File: src/sv/dkrs_pkg.sv
// Shared widths, record and control types for the descending key record sorter.
package dkrs_pkg;

  localparam int KEY_W          = 32;
  localparam int TAG_W          = 16;
  localparam int RANK_W         = 6;
  localparam int MAX_ITEMS_DEF  = 16;

  // One stored record: key, tag and occupancy.
  typedef struct packed {
    logic                    valid;
    logic signed [KEY_W-1:0] key;
    logic        [TAG_W-1:0] tag;
  } rec_t;

  // Per-cycle command broadcast to every cell.
  typedef struct packed {
    logic load;   // insert the new record into the chain
    logic shift;  // move every record one cell toward the output end
  } cell_ctrl_t;

endpackage

File: src/sv/dkrs_if.sv
// Request channels of the sorter: record input and sorted record output.
interface dkrs_in_if import dkrs_pkg::*; ();
  logic                    valid;
  logic                    ready;
  logic signed [KEY_W-1:0] fitness_key;
  logic        [TAG_W-1:0] record_tag;
  logic                    final_record;

  modport source (output valid, fitness_key, record_tag, final_record, input ready);
  modport sink   (input valid, fitness_key, record_tag, final_record, output ready);
endinterface

interface dkrs_out_if import dkrs_pkg::*; ();
  logic                     valid;
  logic                     ready;
  logic signed [KEY_W-1:0]  sorted_key;
  logic        [TAG_W-1:0]  sorted_tag;
  logic        [RANK_W-1:0] rank;
  logic                     end_of_run;

  modport source (output valid, sorted_key, sorted_tag, rank, end_of_run, input ready);
  modport sink   (input valid, sorted_key, sorted_tag, rank, end_of_run, output ready);
endinterface

File: src/sv/dkrs_cell.sv
// One cell of the insertion chain: holds a record, inserts, shifts down or shifts out.
module dkrs_cell import dkrs_pkg::*; (
  input  logic       clk_i,
  input  logic       rst_ni,
  input  cell_ctrl_t ctrl_i,
  input  rec_t       new_i,
  input  rec_t       upper_i,
  input  logic       upper_ge_i,
  input  rec_t       lower_i,
  output rec_t       rec_o,
  output logic       ge_o
);

  rec_t rec_q, rec_d;

  // The new record goes below this cell when this cell's key is at least as large.
  assign ge_o  = rec_q.valid && (rec_q.key >= new_i.key);
  assign rec_o = rec_q;

  always_comb begin
    rec_d = rec_q;
    if (ctrl_i.load) begin
      if (!ge_o) begin
        // Take the new record at the boundary, otherwise push down from above.
        rec_d = upper_ge_i ? new_i : upper_i;
      end
    end else if (ctrl_i.shift) begin
      rec_d = lower_i;
    end
  end

  // Only the occupancy bit is reset; key and tag hold until the cell is written.
  always_ff @(posedge clk_i or negedge rst_ni) begin
    if (!rst_ni) begin
      rec_q.valid <= 1'b0;
    end else begin
      rec_q <= rec_d;
    end
  end

endmodule

File: src/sv/descending_key_record_sorter.sv
// Top level: systolic insertion sorter emitting records in descending key order.
// Loading takes one record request per cycle; each lands in its sorted place at once unless the chain is full.
// The first sorted record is offered the cycle after the final record is taken, then one
// record per cycle as the output accepts them; each accepted record shifts the cell chain once.
// Reset empties every cell and returns the block to loading; stored keys and tags are not cleared.
module descending_key_record_sorter import dkrs_pkg::*; #(
  parameter int MAX_ITEMS = MAX_ITEMS_DEF
) (
  input  logic clk_i,
  input  logic rst_ni,
  dkrs_in_if.sink    in_i,
  dkrs_out_if.source out_o
);

  // Two phases: gather records, then drain them in order.
  localparam logic ST_LOAD = 1'b0;
  localparam logic ST_EMIT = 1'b1;

  localparam rec_t                 RecNone = '0;
  localparam logic [MAX_ITEMS-1:0] OneV    = 1;

  logic              state_q, state_d;
  logic [RANK_W-1:0] rank_q, rank_d;

  rec_t                 cell_rec [MAX_ITEMS];
  logic [MAX_ITEMS-1:0] cell_ge;
  logic [MAX_ITEMS-1:0] valid_vec;

  rec_t       new_rec;
  cell_ctrl_t ctrl;
  logic       in_fire, out_fire, chain_full, last_out;

  // Handshakes. Input is taken only while loading; the output is shown only while draining.
  assign in_i.ready = (state_q == ST_LOAD);
  assign in_fire    = in_i.valid && in_i.ready;
  assign out_fire   = out_o.valid && out_o.ready;

  // Chain is full when the bottom cell is occupied; extra records are dropped.
  assign chain_full = cell_rec[MAX_ITEMS-1].valid;

  assign new_rec.valid = 1'b1;
  assign new_rec.key   = in_i.fitness_key;
  assign new_rec.tag   = in_i.record_tag;

  assign ctrl.load  = in_fire && !chain_full;
  assign ctrl.shift = out_fire;

  // Cell 0 holds the largest key. Occupied cells always form a prefix of the chain,
  // and equal keys stay in load order because a new record goes below its equals.
  for (genvar i = 0; i < MAX_ITEMS; i++) begin : g_cell
    rec_t upper_rec, lower_rec;
    logic upper_ge;

    if (i == 0) begin : g_top
      assign upper_rec = new_rec;
      assign upper_ge  = 1'b1;
    end else begin : g_mid
      assign upper_rec = cell_rec[i-1];
      assign upper_ge  = cell_ge[i-1];
    end

    if (i == MAX_ITEMS - 1) begin : g_bot
      assign lower_rec = RecNone;
    end else begin : g_low
      assign lower_rec = cell_rec[i+1];
    end

    dkrs_cell u_cell (
      .clk_i      (clk_i),
      .rst_ni     (rst_ni),
      .ctrl_i     (ctrl),
      .new_i      (new_rec),
      .upper_i    (upper_rec),
      .upper_ge_i (upper_ge),
      .lower_i    (lower_rec),
      .rec_o      (cell_rec[i]),
      .ge_o       (cell_ge[i])
    );

    assign valid_vec[i] = cell_rec[i].valid;
  end

  // Output comes straight from the head cell, which holds while the sink stalls.
  assign last_out          = !cell_rec[1].valid;
  assign out_o.valid       = (state_q == ST_EMIT);
  assign out_o.sorted_key  = cell_rec[0].key;
  assign out_o.sorted_tag  = cell_rec[0].tag;
  assign out_o.rank        = rank_q;
  assign out_o.end_of_run  = last_out;

  always_comb begin
    state_d = state_q;
    rank_d  = rank_q;
    case (state_q)
      ST_LOAD: begin
        if (in_fire && in_i.final_record) begin
          state_d = ST_EMIT;
          rank_d  = '0;
        end
      end
      ST_EMIT: begin
        if (out_fire) begin
          // Advance rank; drop back to loading after the last record leaves.
          rank_d = rank_q + RANK_W'(1);
          if (last_out) begin
            state_d = ST_LOAD;
          end
        end
      end
      default: begin
        state_d = ST_LOAD;
      end
    endcase
  end

  always_ff @(posedge clk_i or negedge rst_ni) begin
    if (!rst_ni) begin
      state_q <= ST_LOAD;
      rank_q  <= '0;
    end else begin
      state_q <= state_d;
      rank_q  <= rank_d;
    end
  end

  // Occupied cells form a contiguous prefix.
  a_prefix: assert property (@(posedge clk_i) disable iff (!rst_ni)
    (valid_vec & (valid_vec + OneV)) == '0)
    else $error("occupied cells are not a prefix of the chain");

  // Head of the chain never holds a smaller key than its neighbor.
  a_order: assert property (@(posedge clk_i) disable iff (!rst_ni)
    cell_rec[1].valid |-> (cell_rec[0].key >= cell_rec[1].key))
    else $error("chain out of descending order");

  // While draining, the head cell is always occupied.
  a_head: assert property (@(posedge clk_i) disable iff (!rst_ni)
    out_o.valid |-> cell_rec[0].valid)
    else $error("result offered from an empty head cell");

  // After the last record of a set leaves, the chain is empty and loading resumes.
  a_done: assert property (@(posedge clk_i) disable iff (!rst_ni)
    (out_fire && last_out) |=> (in_i.ready && (valid_vec == '0)))
    else $error("chain not empty after end of run");

endmodule

File: src/flat_wrapper.sv
// flat-port wrapper written by rule: the top's interface ports become plain ports
module descending_key_record_sorter_flat import dkrs_pkg::*;
#(
  parameter int MAX_ITEMS = MAX_ITEMS_DEF
)
  (clk_i, rst_ni, in_i_valid, in_i_fitness_key, in_i_record_tag, in_i_final_record, in_i_ready, out_o_valid, out_o_sorted_key, out_o_sorted_tag, out_o_rank, out_o_end_of_run, out_o_ready);
  dkrs_in_if in_i_i ();
  dkrs_out_if out_o_i ();
  input  logic clk_i;
  input  logic rst_ni;
  input wire logic [$bits(in_i_i.valid)-1:0] in_i_valid;
  input wire logic [$bits(in_i_i.fitness_key)-1:0] in_i_fitness_key;
  input wire logic [$bits(in_i_i.record_tag)-1:0] in_i_record_tag;
  input wire logic [$bits(in_i_i.final_record)-1:0] in_i_final_record;
  output wire logic [$bits(in_i_i.ready)-1:0] in_i_ready;
  output wire logic [$bits(out_o_i.valid)-1:0] out_o_valid;
  output wire logic [$bits(out_o_i.sorted_key)-1:0] out_o_sorted_key;
  output wire logic [$bits(out_o_i.sorted_tag)-1:0] out_o_sorted_tag;
  output wire logic [$bits(out_o_i.rank)-1:0] out_o_rank;
  output wire logic [$bits(out_o_i.end_of_run)-1:0] out_o_end_of_run;
  input wire logic [$bits(out_o_i.ready)-1:0] out_o_ready;
  assign in_i_i.valid = in_i_valid;
  assign in_i_i.fitness_key = in_i_fitness_key;
  assign in_i_i.record_tag = in_i_record_tag;
  assign in_i_i.final_record = in_i_final_record;
  assign in_i_ready = in_i_i.ready;
  assign out_o_valid = out_o_i.valid;
  assign out_o_sorted_key = out_o_i.sorted_key;
  assign out_o_sorted_tag = out_o_i.sorted_tag;
  assign out_o_rank = out_o_i.rank;
  assign out_o_end_of_run = out_o_i.end_of_run;
  assign out_o_i.ready = out_o_ready;
  descending_key_record_sorter #(.MAX_ITEMS(MAX_ITEMS)) u_core (.clk_i(clk_i), .rst_ni(rst_ni), .in_i(in_i_i), .out_o(out_o_i));
endmodule
File: config.mk
export PLATFORM = sky130hd
export DESIGN_NAME = descending_key_record_sorter_flat
export DESIGN_NICKNAME = d
export VERILOG_FILES = /design/src/sv/dkrs_pkg.sv /design/src/sv/dkrs_if.sv /design/src/sv/dkrs_cell.sv /design/src/sv/descending_key_record_sorter.sv /design/src/flat_wrapper.sv
export SDC_FILE = /design/constraint.sdc
export NUM_CORES = 2
export LEC_CHECK = 0
export BUFFER_PORTS_ARGS = -buffer_cell sky130_fd_sc_hd__buf_2
export CORE_MARGIN = 3
export CORE_UTILIZATION = 60
export CTS_CLUSTER_SIZE = 12
export DETAILED_ROUTE_END_ITERATION = 8
export PLACE_DENSITY = 0.86
export SLEW_MARGIN = 30
export SYNTH_ARGS = -nofsm -noshare
export SYNTH_HDL_FRONTEND = slang
export SYNTH_HIERARCHICAL = 1
export SYNTH_SLANG_ARGS = --single-unit
File: constraint.sdc
create_clock -name clk_i -period 5.5 [get_ports clk_i]
set_input_delay 1.1 -clock clk_i [delete_from_list [all_inputs] [get_ports clk_i]]
set_output_delay 1.1 -clock clk_i [all_outputs]
set_load 0.01 [all_outputs]
; Word-level counts from Yosys, hierarchy flattened
; Cells that the tools add are included.
[op_classes]
add_sub_neg = 1
order_cmp = 16
n_eq_ne = 18
mux = 70
bitwise_logic = 1
n_reduce_logical = 56
[ops]
columns = operator, n
row1 = $mux W49, 63
row2 = $ge A32 B32 Y1, 16
row3 = $reduce_and A3 Y1, 16
row4 = $ne A2 B2 Y1 const B, 18
row5 = $reduce_and A2 Y1, 17
row6 = $logic_and A1 B1 Y1, 20
row7 = $mux W6, 2
row8 = $pmux W6 S2, 1
row9 = $add A6 B1 Y6 const B, 1
row10 = $mux W1, 3
row11 = $logic_not A1 Y1, 2
row12 = $pmux W1 S2, 1
row13 = $reduce_bool A2 Y1, 1
row14 = $not A1 Y1, 1
[totals]
regBits = 791
inputBits = 53
out_inout_bits = 57
elab_cells = 212

; Logic depth before layout (Yosys ltp)
[logic_depth]
ltp_word = 5
mapped_depth = 14
depth_no_buf = 13

; By module
; Netlist, hierarchy kept.
[by_module_without_submodules]
columns = module, n_inst, cells_per_inst, area_each_um2
row1 = dkrs_cell (u_core.g_cell[0].u_cell ...), 14, 333, 3299.4
row2 = dkrs_cell (u_core.g_cell[8].u_cell ...), 2, 340, 3398.3
row3 = descending_key_record_sorter, 1, 36, 349.1

; Least setup slack after synthesis
; Ideal clock, no wire load.
[synth_path]
path_kind = input port to flip-flop
start = input in_i_valid
end = register u_core.g_cell[8].u_cell.rec_q, in the netlist u_core/g_cell[8].u_cell/rec_o[0], enable pin
t_arrival_ns = 4.647
t_required_ns = 5.076
slack_ns = 0.429
stages = 4
path_buffers = 1
path_cell_list = nor3b_1 > clkbuf_1 > o21ai_0 > a41oi_2
[synth_via]
elab_chain_len = 4
elab_cells_between_ends = 5
[synth_lines]
columns = element, line
row1 = "start, declared", flat_wrapper.sv:11  ; input wire logic [$bits(in_i_i.valid)-1:0] in_i_valid;
row2 = $logic_and A1 B1 Y1 *, descending_key_record_sorter.sv:35  ; assign in_fire = in_i.valid && in_i.ready;
row3 = $logic_and A1 B1 Y1 *, descending_key_record_sorter.sv:45  ; assign ctrl.load = in_fire && !chain_full;
row4 = $ne A2 B2 Y1 (no source line) / $reduce_bool A2 Y1 (equally long branches), -
row5 = $reduce_and A3 Y1 (no source line) *, -
row6 = "end signal, assigned", dkrs_cell.sv:37  ; rec_q <= rec_d;
row7 = "end, declared", dkrs_cell.sv:14  ; rec_t rec_q, rec_d;
; Every way passes the cells marked *; elsewhere a longest branch is shown, timed or not.
; A chain may end at the register's enable or synchronous reset.

==> impl_metrics.csv <==
group,metric,value,unit
outcome,status,"complete, no violations",
grt,grt-ovfl-total,0,
synthesis,synth_top_area_frac,0.432,
route,drt_iter0_drc,4421,
cts,cts_made_buffers,87,
layout,stdcell_count,6716,
power_and_ir_drop,p_per_area,425,mW/mm²
synthesis,synth_area,0.0533,mm²
worst_setup_path,worst_ep_arrival_time,5.18,ns
synthesis,yosysUniqueCellTypes,47,
grt,antenna_found_initial,1,
route,wirelength,138000,µm
cts,cts.sinks,791,
worst_hold_path,holdCritPathClass,"in2async",
sta,worst_slack,0.684,ns
layout,regArea,0.0236,mm²
placed_design,gp_congestion,0.911,
placed_design,dp.cells,6556,
power_and_ir_drop,vdd_drop_max,0.329,mV
synthesis,ys.warnings.count,6,
synthesis,synth.top_cells.by_area,"edfxtp_1, mux2i_1, ha_1",
job,drv_cap,0,
cts,cts_root_buf,"clkbuf_16",
sta,finalCritPeriodShare,0.876,
cts,tritoncts,"done",
worst_setup_path,crit_type,"in2reg",
route,drc,0,
sta,report.final.hold_viol_count,0,
synthesis,ys_seq_area_frac,0.443,
route,vias,42200,
route,antenna_left,0,
sta,final_max_slew_viol_count,0,
cts,clk_latency,0.65,ns
sta,holdWs,0.438,ns
layout,area_delta_synth_final,9.92,%
die,dieHeight,304,µm
die,die_area,0.0925,mm²
sta,rsz0062_at_grt,"no",
sta,finalSetupViolations,0,
synthesis,synth_edf_count,768,
die,io-pin-count,110,
die,core_area,0.0874,mm²
layout,fill_cells,6175,
die,die_w,304,µm
placed_design,place_ws,0.280,ns
route,vias_per_cell,6.28,
synthesis,syn_avg_cell_area,9.92,µm²
route,wl_per_cell,20.5,µm
worst_setup_path,end_kind,"register",
placed_design,dp_hpwl,96600,µm
worst_setup_path,cp.required,5.87,ns
die,start_util,0.610,
layout,final_nets,6056,
route,first_pass_iters,6,
sta,finClkSkew,0.0233,ns
sta,fmax,0.208,GHz
grt,grt_pass1_vias,42900,
synthesis,ys_async_sr_fraction,0.0291,
layout,diodes,0,
sta,setup_tns,0,ns
synthesis,synthFlopType,"edfxtp_1",
layout,drive_gt1_frac,0.0773,
sta,slew_headroom,0.375,
sta,worst_pin_slew,0.928,ns
cts,clk_pin_slew,0.06,ns
cts,cts-resized-gates,0,
cts,holdBufCountCts,0,
worst_setup_path,path_max_fanout,30,
cts,cts_max_path_buffers,3,
synthesis,synthCells,5378,
grt,grt_pass1_wl,220000,µm
cts,htreeDepth,3,
sta,layout_min_cycle_time,4.82,ns
layout,multiInputGateArea,0.0271,mm²
cts,cts_setup_buffers,0,
grt,grt_max_degree,208,
worst_setup_path,cp-start-kind,"primary input",
die,fp-row-count,108,
grt,grt_use_total,0.288,
power_and_ir_drop,power.leakage,25.0,nW
placed_design,portBuffers,109,
synthesis,yosys.area.top_type,"edfxtp_1",
synthesis,ys_ff_latch,791,
[stage by stage]
stage | util | area (µm²) | power (mW)
3_3_place_gp | 0.640 | 56000 | 18.6
3_5_place_dp | 0.640 | 56000 | 19.1
6_report | 0.671 | 58600 | 24.9
5_1_grt | 0.671 | 58600 | 26.2
4_1_cts | 0.671 | 58600 | 24.8
2_1_floorplan | - | 53600 | 16.4
[where the power goes]
group	leakage [nW]	internal, mW	switching (mW)
sequential	7.32	8.65	1.01
clock	1.30	3.11	2.52
combinational	16.4	3.83	5.81
total	25.0	15.6	9.34
[registers in the layout (all words and copies together), names as in the netlist]
signal / count
u_core/out_o.rank: 6
u_core/out_o.valid: 1
u_core/g_cell.u_cell/rec_o: 784
[worst paths after layout]
kind | start | end | slack (ns) | cells after the start
max | in_i_fitness_key[31] | u_core/g_cell[8].u_cell/rec_o[15] | 0.68 | 12
min | rst_ni | u_core/out_o.rank[3] | 0.44 | 1
max reg2reg | u_core/g_cell[9].u_cell/rec_o[23] | u_core/g_cell[10].u_cell/rec_o[23] | 1.37 | 10
min reg2reg | u_core/out_o.rank[5] | u_core/out_o.rank[5] | 0.49 | 1
max in group asynchronous | rst_ni | u_core/g_cell[1].u_cell/rec_o[48] | 4.48 | 2
min in group clk_i | u_core/out_o.rank[5] | u_core/out_o.rank[5] | 0.49 | 1
[metal layers]
metal / vias up / track usage / routed length [µm] / share of wire
li1: 19600 / - / - / -
met1: 20300 / 0.356 / 53700 / 0.39
met2: 1857 / 0.513 / 70100 / 0.51
met3: 338 / 0.0367 / 9550 / 0.069
met4: 0 / 0.109 / 4400 / 0.032
met5: - / 0 / 0 / 0
[cells in the final DEF, fill, tap and decap left out, drive strengths merged, types with 33 or more instances in the layout]
| cell type | count |
|---|---|
| nand4 | 61 |
| clkinv | 37 |
| inv | 523 |
| nand3 | 52 |
| o21ai | 94 |
| mux2i | 784 |
| clkbuf | 116 |
| nor2 | 802 |
| a21oi | 978 |
| nor2b | 33 |
| ha | 513 |
| buf | 230 |
| conb | 67 |
| edfxtp | 768 |
| nand2 | 190 |
[synth_stat cells, drive strengths merged, types with 6 or more instances]
master,count
a211oi,6
a21o,14
a21oi,978
a221o,14
a221oi,16
a31oi,28
and2,15
and4,14
buf,82
clkbuf,190
dfrtp,23
edfxtp,768
ha,513
inv,520
mux2,14
mux2i,784
nand2,190
nand2b,16
nand3,52
nand4,61
nor2,802
nor2b,33
nor3,20
nor4,32
o211a,14
o211ai,7
o21ai,94
o311ai,28
o31a,28
[critical path: stages]
cell and delay (ns):
buf_2 0.42, buf_4 0.24, inv_1 0.05, ha_1 0.36
nand4_1 0.18, nor4_1 0.84, nand2_1 0.22, a31oi_1 0.42
o31a_2 0.38, buf_4 0.51, mux2i_1 0.29, a21oi_1 0.09
[final cells by class]
class | instances | share of cell area
clock buffers | 116 | 0.0395
repair buffers | 230 | 0.0316
flip-flops and latches | 791 | 0.403
inverters | 520 | 0.0333
multi-input cells | 3860 | 0.462
clock inverters | 44 | 0.00568
well taps | 1155 | 0.0246
[cells by family (layout without fill, tap and decap cells)]
group | after synthesis | in the layout | synth area share
mux | 798 | 798 | 0.150
compound gates | 1238 | 1238 | 0.129
fa+ha+maj | 513 | 513 | 0.120
other cells | 2 | 67 | 0.000141
buf+inv | 792 | 910 | 0.0565
xor+xnor | 1 | 1 | 0.000164
simple gates | 1243 | 1243 | 0.100
flops | 791 | 791 | 0.443
Power figures use the tool's default switching activity.
